--- config.mk ---
export PLATFORM = sky130hd
export DESIGN_NAME = pbd_edge
export DESIGN_NICKNAME = d
export VERILOG_FILES = /design/src/rtl/core/pbd_edge.sv
export SDC_FILE = /design/constraint.sdc
export NUM_CORES = 1
export LEC_CHECK = 0
export ABC_CLOCK_PERIOD_IN_PS = 10900
export BUFFER_PORTS_ARGS = -buffer_cell sky130_fd_sc_hd__buf_2
export CORE_AREA = 2 2 250 190
export CTS_CLUSTER_DIAMETER = 30
export DETAILED_ROUTE_END_ITERATION = 6
export DIE_AREA = 0 0 252 192
export GPL_ROUTABILITY_DRIVEN = 0
export PLACE_DENSITY = 0.63
export SKIP_CTS_REPAIR_TIMING = 1
export SLEW_MARGIN = 20
export SYNTH_ARGS = -nofsm -noshare
export SYNTH_HDL_FRONTEND = slang
export SYNTH_SLANG_ARGS = --single-unit
--- constraint.sdc ---
create_clock -name clk -period 10.9 [get_ports clk]
set_input_delay 2.18 -clock clk [delete_from_list [all_inputs] [get_ports clk]]
set_output_delay 2.18 -clock clk [all_outputs]
set_load 0.01 [all_outputs]
--- src/rtl/core/pbd_edge.sv ---
// Edge length unit: floor(sqrt(dx*dx + dy*dy)) by shift-add squaring
// followed by a restoring square root, one bit per cycle. Uses no package.
module pbd_edge #(
  parameter int COORD_BITS = 24
) (
  input  logic                         clk,
  input  logic                         rst,
  input  logic                         start,
  input  logic signed [COORD_BITS-1:0] ax,
  input  logic signed [COORD_BITS-1:0] ay,
  input  logic signed [COORD_BITS-1:0] bx,
  input  logic signed [COORD_BITS-1:0] by,
  output logic                         done,
  output logic [COORD_BITS:0]          len
);
  localparam int MW = COORD_BITS;
  localparam int SW = 2 * MW + 2;
  localparam int RB = SW / 2;
  localparam int CW = $clog2(RB + 1);

  typedef enum logic [1:0] {E_IDLE, E_SQ, E_ROOT} phase_t;

  phase_t          phase;
  logic [CW-1:0]   cnt;
  logic [SW-1:0]   mx, my, acc;
  logic [MW-1:0]   mulx, muly;
  logic [RB-1:0]   root;
  logic [RB+1:0]   rem;

  logic signed [MW:0] dx, dy;
  logic [MW-1:0]      magx, magy;
  logic [RB+1:0]      rem_sh, trial;
  logic               ge;

  // Magnitudes of the coordinate differences
  always_comb begin
    dx   = (MW+1)'(ax) - (MW+1)'(bx);
    dy   = (MW+1)'(ay) - (MW+1)'(by);
    magx = dx[MW] ? MW'(-dx) : MW'(dx);
    magy = dy[MW] ? MW'(-dy) : MW'(dy);
  end

  // One restoring root step
  always_comb begin
    rem_sh = {rem[RB-1:0], acc[SW-1 -: 2]};
    trial  = {root, 2'b01};
    ge     = rem_sh >= trial;
  end

  assign len = root;

  always_ff @(posedge clk) begin
    if (rst) begin
      phase <= E_IDLE;
      done  <= 1'b0;
      cnt   <= '0;
    end else begin
      done <= 1'b0;
      case (phase)
        E_IDLE: begin
          if (start) begin
            mx    <= SW'(magx);
            my    <= SW'(magy);
            mulx  <= magx;
            muly  <= magy;
            acc   <= '0;
            cnt   <= CW'(MW - 1);
            phase <= E_SQ;
          end
        end
        // Accumulate both squares, one multiplier bit a cycle
        E_SQ: begin
          acc  <= acc + (mulx[0] ? mx : '0) + (muly[0] ? my : '0);
          mx   <= mx << 1;
          my   <= my << 1;
          mulx <= mulx >> 1;
          muly <= muly >> 1;
          if (cnt == '0) begin
            root  <= '0;
            rem   <= '0;
            cnt   <= CW'(RB - 1);
            phase <= E_ROOT;
          end else begin
            cnt <= cnt - 1'b1;
          end
        end
        // Take one root bit per cycle, two radicand bits
        E_ROOT: begin
          rem  <= ge ? rem_sh - trial : rem_sh;
          root <= {root[RB-2:0], ge};
          acc  <= acc << 2;
          if (cnt == '0) begin
            done  <= 1'b1;
            phase <= E_IDLE;
          end else begin
            cnt <= cnt - 1'b1;
          end
        end
        default: phase <= E_IDLE;
      endcase
    end
  end
endmodule
## Word level (Yosys, flattened, before mapping)

Index checks and enable logic that the tools add are counted.

| word-level totals | value |
|---|---|
| bits in registers | 256 |
| bits of input ports | 99 |
| output and inout bits | 26 |

| operators by class | value |
|---|---|
| add/subtract/negate cells | 8 |
| order comparisons | 1 |
| equality and inequality tests | 6 |
| mux-type cells | 28 |
| bitwise logic cells | 2 |
| reductions and logical operators | 11 |

Operators by type and width:

| cell | count |
|---|---|
| $mux 50 | 5 |
| $pmux 50 s2 | 2 |
| $pmux 50 s3 | 1 |
| $add 50x50->50 | 2 |
| $pmux 25 s2 | 2 |
| $mux 24 | 4 |
| $pmux 24 s2 | 2 |
| $mux 25 | 3 |
| $sub 24x24->25 | 2 |
| $neg 24->24 | 2 |
| $ge 27x27->1 | 1 |
| $sub 25x25->25 | 1 |
| $mux 5 | 3 |
| $pmux 5 s3 | 1 |
| $reduce_and 3->1 | 5 |
| $ne 2x2->1 const B | 4 |
| $mux 2 | 3 |
| $pmux 2 s3 | 1 |
| $logic_not 5->1 | 1 |
| $sub 5x1->5 const B | 1 |
| $reduce_bool 2->1 | 2 |
| $reduce_bool 3->1 | 1 |
| $eq 2x1->1 const B | 1 |
| $eq 2x2->1 const B | 1 |
| 4 further kinds | 5 |

## Depth between registers and ports, before layout

Gate-level depths: netlist (run 1).

| logic depth | value |
|---|---|
| depth after elaboration | 5 |
| gate-level depth with buffers | 16 |
| depth with buffers taken out | 15 |

## Worst setup path after synthesis (run 1)

No wires, ideal clock.

| path | value |
|---|---|
| path type | in2reg |
| from | in rst |
| to | reg mulx[0] (enable) |
| library setup time | 0.657 ns |
| data arrival time | 8.548 ns |
| setup slack | 1.695 ns |
| cell stages on the path | 2 |
| path buffers | 1 |
| cell sequence | clkbuf_1 -> nor2_1 |

| on the way | value |
|---|---|
| longest elaborated chain between the ends | 2 |

Ends and longest elaborated chain:

| element | line | text |
|---|---|---|
| start, declared | 7 | `input logic rst,` |
| $not 1->1 (no line) | -- |  |
| $reduce_and 3->1 (no line) | -- |  |
| end signal, assigned | 64 | `mulx <= magx;` |
| end signal, assigned | 76 | `mulx <= mulx >> 1;` |
| end, declared | 26 | `logic [MW-1:0] mulx, muly;` |

No other way between the ends.
A chain may end at the register's enable or synchronous reset.

## Final worst setup path (run 1)

| path | value |
|---|---|
| from | in ay[0] |
| to | reg muly[18], data pin |

| on the way | value |
|---|---|
| longest elaborated chain between the ends | 5 |

Ends and longest elaborated chain:

| element | line | text |
|---|---|---|
| start, declared | 10 | `input logic signed [COORD_BITS-1:0] ay,` |
| $sub 24x24->25 (*) | 38 | `dy = (MW+1)'(ay) - (MW+1)'(by);` |
| $neg 24->24 | 40 | `magy = dy[MW] ? MW'(-dy) : MW'(dy);` |
| $mux 24 (*) | 40 |  |
| $mux 24 (*) | 61 | `if (start) begin` |
| $pmux 24 s2 (*) | 59 | `case (phase)` |
| end signal, assigned | 65 | `muly <= magy;` |
| end signal, assigned | 77 | `muly <= muly >> 1;` |
| end, declared | 26 |  |

Mark *: on every way between the ends. The rest lies on a longest branch, timed or not. The select of a mux whose other input is x is not followed.

==> load_flow_metrics.sql, run 1 <==
INSERT INTO impl_metrics (metric_group, metric, value, unit) VALUES
('yosys', 'number_of_enable_type_register_cells_in_the_synthesized_netlist', '248', ''),
('timing', 'worst_slew_margin_rel', '25.0', '%'),
('power', 'power_per_cell_area', '184', 'nW/um^2'),
('outcome', 'status', 'complete, no violations', ''),
('yosys', 'ys.flop_type', 'edfxtp_1', ''),
('clock_tree', 'cts_max_level', '2', ''),
('timing', 'setup_viol', '0', ''),
('die', 'starting_density_of_the_core', '43.8', '%'),
('yosys', 'yosys-mux-area-fraction', '1.47', '%'),
('cells_and_area', 'fillerInstances', '4243', ''),
('yosys', 'synth-seq-cells', '256', ''),
('timing', 'grt_setup_unrepaired', 'false', ''),
('cells_and_area', 'final_nets', '2494', ''),
('yosys', 'synth_sequential_area_ratio', '38.0', '%'),
('die', 'fp.dieArea', '48400', 'sq um'),
('worst_setup_path', 'worst-path-max-fanout', '17', ''),
('drt', 'finalWirelength', '45600', 'um'),
('timing', 'layout_min_cycle_time', '6.11', 'ns'),
('yosys', 'synthesized_area_fraction_occupied_by_xor_and_xnor_cells', '5.38', '%'),
('die', 'chipWidth', '252', 'um'),
('yosys', 'yosysTopAreaCellShare', '37.2', '%'),
('clock_tree', 'tritoncts_buffer_count', '54', ''),
('timing', 'final.setup.worst_slack', '4.79', 'ns'),
('global_route', 'grt.overflow.total', '0', ''),
('yosys', 'synth_simple_gate_area_share', '17.8', '%'),
('yosys', 'postSynthAreaPerCell', '9.48', 'sq um'),
('drt', 'drt-vias-per-instance', '5.49', ''),
('cells_and_area', 'num_antenna_cells', '0', ''),
('worst_setup_path', 'timing.critical_path.mode_cell', 'inv_1', ''),
('yosys', 'synth_compound_area_share', '19.3', '%'),
('timing', 'final-hold-violation-count', '0', ''),
('place', 'detailed_place.area', '21200', 'sq um'),
('min_path', 'min_delay_path_depth', '2', ''),
('yosys', 'share_of_synthesized_cell_area_in_full_adder_half_adder_and_majority_cells', '13.3', '%'),
('worst_setup_path', 'cp_cell_sequence', 'buf_2, inv_1, ha_1, inv_1, fa_1, a211oi_2, nor2_1, o311ai_2, nand3_1, a221o_1, a21oi_1, o21a_1, o21ai_0, xor2_1, mux2_2', ''),
('yosys', 'synth_area_leaders', 'edfxtp_1, ha_1, and2_1, fa_1, a21oi_1', ''),
('min_path', 'hold-path-endpoint', 'phase[1]', ''),
('power', 'p_leak', '9.61', 'nW'),
('clock_tree', 'clock_insertion_delay_worst_skew', '0.57', 'ns'),
('die', 'coreArea', '45800', 'sq um'),
('clock_tree', 'clockRootBuffer', 'clkbuf_16', ''),
('global_route', 'grt_max_degree', '83', ''),
('yosys', 'async_flop_share', '0', '%'),
('yosys', 'synth_top_cell_by_area', 'edfxtp_1', ''),
('place', 'dpl.hpwl', '32500', 'um'),
('min_path', 'worst_hold_startpoint', 'phase[1]', ''),
('cells_and_area', 'multiInputGateArea', '11500', 'sq um'),
('die', 'row_count', '68', ''),
('global_route', 'grt_pass1_wl', '76300', 'um'),
('drt', 'ant_nets', '0', ''),
('drt', 'drtPass1Iterations', '5', ''),
('drt', 'wire_per_inst', '16.0', 'um'),
('worst_setup_path', 'r2r_slack', '6.05', 'ns'),
('cells_and_area', 'syn2layout_area_growth', '14.7', '%'),
('timing', 'clock_skew', '0.0202', 'ns'),
('clock_tree', 'cts_tree', 'done', ''),
('die', 'ios', '125', ''),
('die', 'die-height', '192', 'um'),
('place', 'placed_cells_incl_taps', '2751', ''),
('yosys', 'mappedNetlistArea', '20000', 'sq um'),
('worst_setup_path', 'timing_worst_setup_path_type', 'input port to flip-flop', ''),
('drt', 'drtIter0Drc', '1206', ''),
('drt', 'via_count', '15655', ''),
('timing', 'max_freq', '0.164', 'GHz'),
('yosys', 'ys_types', '84', ''),
('worst_setup_path', 'critPathSlowestCell', 'a21oi_1', ''),
('global_route', 'globalRouteTotalUtil', '18.9', '%'),
('global_route', 'first_global_vias', '15303', ''),
('yosys', 'synth_top_family_by_area', 'compound AO/OA/AOI/OAI gates', ''),
('worst_setup_path', 'cp_data_arrival_time', '6.42', 'ns'),
('worst_setup_path', 'worst_path_largest_cell_delay', '0.66', 'ns');
## how the worst max path moves through the flow
stage / cells past startpoint / start / to
6_report: 15 / ay[0] / muly[18]
5_1_grt: 15 / ay[0] / muly[18]
4_1_cts: 15 / ay[0] / muly[18]
3_5_place_dp: 15 / ay[0] / muly[18]
3_3_place_gp: 15 / ay[0] / muly[18]
2_1_floorplan: 2 / rst / mulx[0]
## cells in the final DEF (no fill, tap or decap), types with 17 or more instances in the layout
master / synthesis / final
a211oi_1: 18 / 18
nand4_1: 18 / 18
mux2i_1: 17 / 17
a21boi_0: 20 / 20
a21o_1: 71 / 71
fa_1: 52 / 52
nand2b_1: 32 / 32
o211ai_1: 18 / 18
o21a_1: 28 / 28
xor2_1: 48 / 48
nand2_1: 177 / 176
inv_1: 165 / 165
nor2_1: 99 / 98
o21ai_0: 117 / 117
a21oi_1: 145 / 144
nor3_1: 40 / 39
and2_1: 185 / 185
buf_2: 4 / 124
clkbuf_16: 0 / 54
nand3_1: 46 / 46
edfxtp_1: 248 / 248
nor2b_1: 19 / 19
and3_1: 19 / 19
ha_1: 130 / 129
a31oi_1: 23 / 23
xnor2_1: 75 / 75
## routing by layer
layer  routed length, um  vias to the layer above  track usage (%)  part of all wire [%]
met3                2270                       47             2.86                   5.0
met2               19500                      367             28.8                    43
li1                    -                     7802                -                     -
met4                 738                        0             4.48                   1.6
met5                   0                        -                0                     0
met1               23100                     7439             28.2                    51
## cell families after synthesis
group	after synthesis
compound gates	580
xor+xnor	123
fa+ha+maj	182
buf+inv	255
flops	256
mux	28
simple gates	688
## power by group
part | switching, W | internal, W
registers | 0.0000572 | 0.00125
logic | 0.000781 | 0.000533
clock network | 0.000540 | 0.00107
## stage by stage
stage	hold WS, ns	total power [W]
after floorplan	0.474	0.00233
after global placement	0.496	0.00259
after detailed placement	0.505	0.00261
after CTS	0.524	0.00425
after global routing	0.547	0.00448
final	0.515	0.00423
## registers in the layout (all words and copies together), names as in the netlist
signal	flops
mx	50
len	25
my	50
phase	2
rem	25
muly	24
mulx	24
cnt	5
done	1
acc	50
## Yosys cell counts, types with 17 or more instances
| cell type | instances |
|---|---|
| o211ai_1 | 18 |
| nor2_1 | 99 |
| a21oi_1 | 145 |
| edfxtp_1 | 248 |
| mux2i_1 | 17 |
| inv_1 | 165 |
| ha_1 | 130 |
| o21ai_0 | 117 |
| nand2_1 | 177 |
| a211oi_1 | 18 |
| and3_1 | 19 |
| xnor2_1 | 75 |
| nand4_1 | 18 |
| nor3_1 | 40 |
| clkbuf_1 | 81 |
| a21o_1 | 71 |
| nand3_1 | 46 |
| a21boi_0 | 20 |
| fa_1 | 52 |
| and2_1 | 185 |
| nor2b_1 | 19 |
| o21a_1 | 28 |
| a31oi_1 | 23 |
| nand2b_1 | 32 |
| xor2_1 | 48 |
## final cells by class
type / instances / area share, %
clock buffers: 65 / 6.06
well taps: 595 / 3.24
clock inverters: 35 / 1.74
inverters: 165 / 2.70
multi-input cells: 1601 / 50.1
flip-flops and latches: 256 / 33.1
repair buffers: 135 / 3.06
## worst max-delay path, delay by kind of cell
family	cells	cell delay [ns]
compound gates	6	2.69
xor+xnor	1	0.20
fa+ha+maj	2	0.59
buf+inv	3	0.19
mux	1	0.29
simple gates	2	0.28
Note: power is estimated with default switching activity, not from simulation.
==> inputs of run 2 (changes only) <==
--- a/config.mk
+++ b/config.mk
@@ -5,14 +5,15 @@
 export SDC_FILE = /design/constraint.sdc
 export NUM_CORES = 1
 export LEC_CHECK = 0
-export ABC_CLOCK_PERIOD_IN_PS = 10900
+export ABC_AREA = 1
+export ABC_CLOCK_PERIOD_IN_PS = 6050
 export BUFFER_PORTS_ARGS = -buffer_cell sky130_fd_sc_hd__buf_2
-export CORE_AREA = 2 2 250 190
+export CORE_AREA = 2 2 261 198
 export CTS_CLUSTER_DIAMETER = 30
 export DETAILED_ROUTE_END_ITERATION = 6
-export DIE_AREA = 0 0 252 192
+export DIE_AREA = 0 0 263 200
 export GPL_ROUTABILITY_DRIVEN = 0
-export PLACE_DENSITY = 0.63
+export PLACE_DENSITY = 0.62
 export SKIP_CTS_REPAIR_TIMING = 1
 export SLEW_MARGIN = 20
 export SYNTH_ARGS = -nofsm -noshare
==> constraint.sdc (replaced) <==
create_clock -name clk -period 6.05 [get_ports clk]
set_input_delay 1.21 -clock clk [delete_from_list [all_inputs] [get_ports clk]]
set_output_delay 1.21 -clock clk [all_outputs]
set_load 0.01 [all_outputs]
==> run 2 against run 1 <==
Compared with the run above: sequential share of layout area down 2.9 points; global-route usage is 2.7 points higher; first-iteration DRC count grew 42%; power grew to 2.5 times the previous value; synthesized area rose by 9.1%; critical path type is now flip-flop to flip-flop.
==> load_flow_metrics.sql, run 2 <==
INSERT INTO impl_metrics (metric_group, metric, value, unit) VALUES
('cells_and_area', 'layout-drive-gt1-share', '9.23', '%'),
('power', 'total_switching_power', '0.00444', 'W'),
('power', 'clock_power_share', '30.8', '%'),
('yosys', 'synthesized_area_fraction_occupied_by_xor_and_xnor_cells', '1.08', '%'),
('timing', 'max_freq', '0.225', 'GHz'),
('clock_tree', 'tritoncts_buffer_count', '55', ''),
('yosys', 'async_flop_share', '0', '%'),
('clock_tree', 'worst_setup_hold_path_clk_slew', '0.05', 'ns'),
('clock_tree', 'clock_tree.buffer_depth', '3', ''),
('yosys', 'synthesized_netlist_cell_count', '3142', ''),
('yosys', 'postSynthAreaPerCell', '6.95', 'sq um'),
('place', 'dpl.hpwl', '42600', 'um'),
('power', 'netSwitchingFraction', '41.5', '%'),
('yosys', 'synth_area_leaders', 'edfxtp_1, nand2_1, inv_1, ha_1, fa_1', ''),
('timing', 'worst_slew_margin_rel', '28.6', '%'),
('die', 'chipWidth', '263', 'um'),
('yosys', 'ys_types', '51', ''),
('yosys', 'yosys-mux-area-fraction', '0', '%'),
('yosys', 'number_of_enable_type_register_cells_in_the_synthesized_netlist', '248', ''),
('drt', 'drtPass1Iterations', '6', ''),
('power', 'pwr-share-seq', '26.5', '%'),
('yosys', 'synth_simple_gate_area_share', '31.1', '%'),
('yosys', 'synth_sequential_area_ratio', '34.8', '%'),
('yosys', 'mappedNetlistArea', '21800', 'sq um'),
('run', 'cap_viol_max_count', '0', ''),
('worst_setup_path', 'worst-path-max-fanout', '29', ''),
('timing', 'grt_setup_unrepaired', 'false', ''),
('cells_and_area', 'largest_registers', 'acc (50), mx (50), my (50)', ''),
('timing', 'final.setup.worst_slack', '1.61', 'ns'),
('worst_setup_path', 'timing_worst_setup_path_type', 'flip-flop to flip-flop', ''),
('yosys', 'synth_compound_area_share', '9.74', '%'),
('drt', 'via_count', '20201', ''),
('yosys', 'mappedNetlistNets', '3423', ''),
('global_route', 'grt.overflow.total', '0', ''),
('timing', 'worst_slew_pin_slew', '1.07', 'ns'),
('timing', 'fin_hold_ws', '0.500', 'ns'),
('clock_tree', 'clockRootBuffer', 'clkbuf_16', ''),
('cells_and_area', 'num_antenna_cells', '0', ''),
('worst_setup_path', 'timing.critical_path.to_type', 'flip-flop', ''),
('drt', 'drtIter0Drc', '1718', ''),
('place', 'io_buffers', '124', ''),
('yosys', 'post_synth_most_frequent_cells', 'nand2_1, inv_1, nor2_1', ''),
('cells_and_area', 'final_cell_mix', 'nand2_1, inv_1, nor2_1', ''),
('yosys', 'ys.flop_type', 'edfxtp_1', ''),
('drt', 'drt-vias-per-instance', '5.08', ''),
('die', 'row_count', '71', ''),
('clock_tree', 'cts.sink_count', '256', ''),
('outcome', 'status', 'complete, no violations', ''),
('worst_setup_path', 'timing.critical_path.required', '6.40', 'ns'),
('worst_setup_path', 'worst_setup_path_start_kind', 'flip-flop', ''),
('drt', 'wire_per_inst', '14.1', 'um'),
('cells_and_area', 'final_nets', '3552', ''),
('yosys', 'post-synth-top-count-cell', 'nand2_1', ''),
('timing', 'final-hold-violation-count', '0', ''),
('yosys', 'yosysTopAreaCellShare', '34.1', '%'),
('power', 'p_leak', '13.0', 'nW'),
('power', 'share_comb_of_total_power', '42.6', '%'),
('drt', 'detail_route.drc_violations', '0', ''),
('timing', 'clock_skew', '0.0221', 'ns'),
('yosys', 'synth_top_family_by_area', 'simple AND/OR/NAND/NOR gates', ''),
('timing', 'slew_violations', '0', ''),
('place', 'dpl_worst_slack', '1.49', 'ns'),
('yosys', 'synthesis.yosys.warnings', '0', ''),
('die', 'starting_density_of_the_core', '43.7', '%'),
('power', 'internal-power', '0.00628', 'W'),
('cells_and_area', 'layout.cells.most_common', 'nand2_1', ''),
('cells_and_area', 'syn2layout_area_growth', '15.4', '%'),
('global_route', 'globalRouteTotalUtil', '21.6', '%'),
('timing', 'post-route-period-util', '73.4', '%'),
('yosys', 'synth-seq-cells', '256', ''),
('power', 'power_per_cell_area', '425', 'nW/um^2'),
('die', 'die-height', '200', 'um'),
('timing', 'layout_min_cycle_time', '4.44', 'ns'),
('clock_tree', 'cts_max_level', '2', ''),
('power', 'irDropWorstVdd', '0.222', 'mV'),
('worst_setup_path', 'cp_data_arrival_time', '4.79', 'ns'),
('die', 'coreArea', '49900', 'sq um'),
('timing', 'setup_viol', '0', ''),
('global_route', 'grt_pass1_wl', '94400', 'um'),
('yosys', 'share_of_synthesized_cell_area_in_full_adder_half_adder_and_majority_cells', '12.2', '%'),
('global_route', 'grt_max_degree', '149', ''),
('die', 'fp.dieArea', '52600', 'sq um'),
('global_route', 'grt_antenna_before_repair', '0', ''),
('drt', 'ant_nets', '0', ''),
('die', 'ios', '125', ''),
('global_route', 'first_global_vias', '19214', ''),
('yosys', 'synth_top_cell_by_area', 'edfxtp_1', ''),
('clock_tree', 'cts_tree', 'done', ''),
('clock_tree', 'clock_insertion_delay_worst_skew', '0.61', 'ns'),
('min_path', 'hp-class', 'flip-flop to flip-flop', ''),
('drt', 'finalWirelength', '56000', 'um'),
('timing', 'final.setup.tns', '0', 'ns');
==> run 2: power groups by stage <==
stage          combinational (W)  clock, W  sequential [W]
3_5_place_dp             0.00450         0         0.00287
4_1_cts                  0.00453   0.00335         0.00285
3_3_place_gp             0.00441         0         0.00287
6_report                 0.00457   0.00330         0.00285
5_1_grt                  0.00522   0.00344         0.00290
2_1_floorplan            0.00338         0         0.00280
==> run 2: path summary, 6_finish.rpt <==
check | startpoint | to | slack, ns | depth (start not counted)
hold reg to reg | muly[9] | muly[8] | 0.50 | 2
hold / removal | muly[9] | muly[8] | 0.50 | 2
setup / recovery | mulx[0] | acc[41] | 1.61 | 16
setup reg to reg | mulx[0] | acc[41] | 1.61 | 16
==> run 2: final cells by class <==
| cell class | instances | area, sq um |
|---|---|---|
| multi-input combinational | 2255 | 11900 |
| clock inverter | 43 | 623 |
| tap | 657 | 822 |
| clock buffer | 60 | 1440 |
| sequential | 256 | 7610 |
| timing repair buffer | 134 | 708 |
| fill | 5005 | 24700 |
| inverter | 569 | 2140 |
==> run 2: logic make-up (layout without fill, tap and decap cells) <==
kind of cell	after synthesis	count (layout)
and+or+nand+nor	1659	1659
buffers and inverters	631	806
AOI/OAI and AO/OA	387	387
DFF	256	256
adders and majority gates	182	182
xor gates and xnor gates	27	27
==> run 2: worst max-delay path: stages (launching register included) <==
cell	delay (ns)
edfxtp_1	0.97
buf_4	0.47
nand2_1	0.09
inv_1	0.09
fa_1	0.42
ha_1	0.38
nand2_1	0.12
o21ai_0	0.21
a21oi_1	0.10
o21bai_2	0.31
a21oi_1	0.19
o21ai_1	0.42
nand2_1	0.14
nand2_1	0.09
nand2_1	0.05
nand3_1	0.07
nand2_1	0.06
==> run 2: routing by layer <==
| metal | vias up | track usage, % | wire length, um | share of wire [%] |
|---|---|---|---|---|
| li1 | 10285 | - | - | - |
| met1 | 9290 | 31.1 | 27800 | 50 |
| met2 | 558 | 34.5 | 24000 | 43 |
| met3 | 68 | 3.48 | 3360 | 6.0 |
| met4 | 0 | 4.63 | 885 | 1.6 |
| met5 | - | 0 | 0 | 0 |
==> run 2: per-stage QoR <==
| step | total power, W | area [sq um] | cells | util [%] |
|---|---|---|---|---|
| floorplan | 0.00617 | 21900 | 3142 | - |
| finish | 0.0107 | 25200 | 3974 | 50.5 |
| detailed placement | 0.00737 | 23100 | 3871 | 46.4 |
| global placement | 0.00728 | 23100 | 3871 | 46.4 |
| CTS | 0.0107 | 25200 | 3974 | 50.5 |
| global route | 0.0116 | 25200 | 3974 | 50.5 |
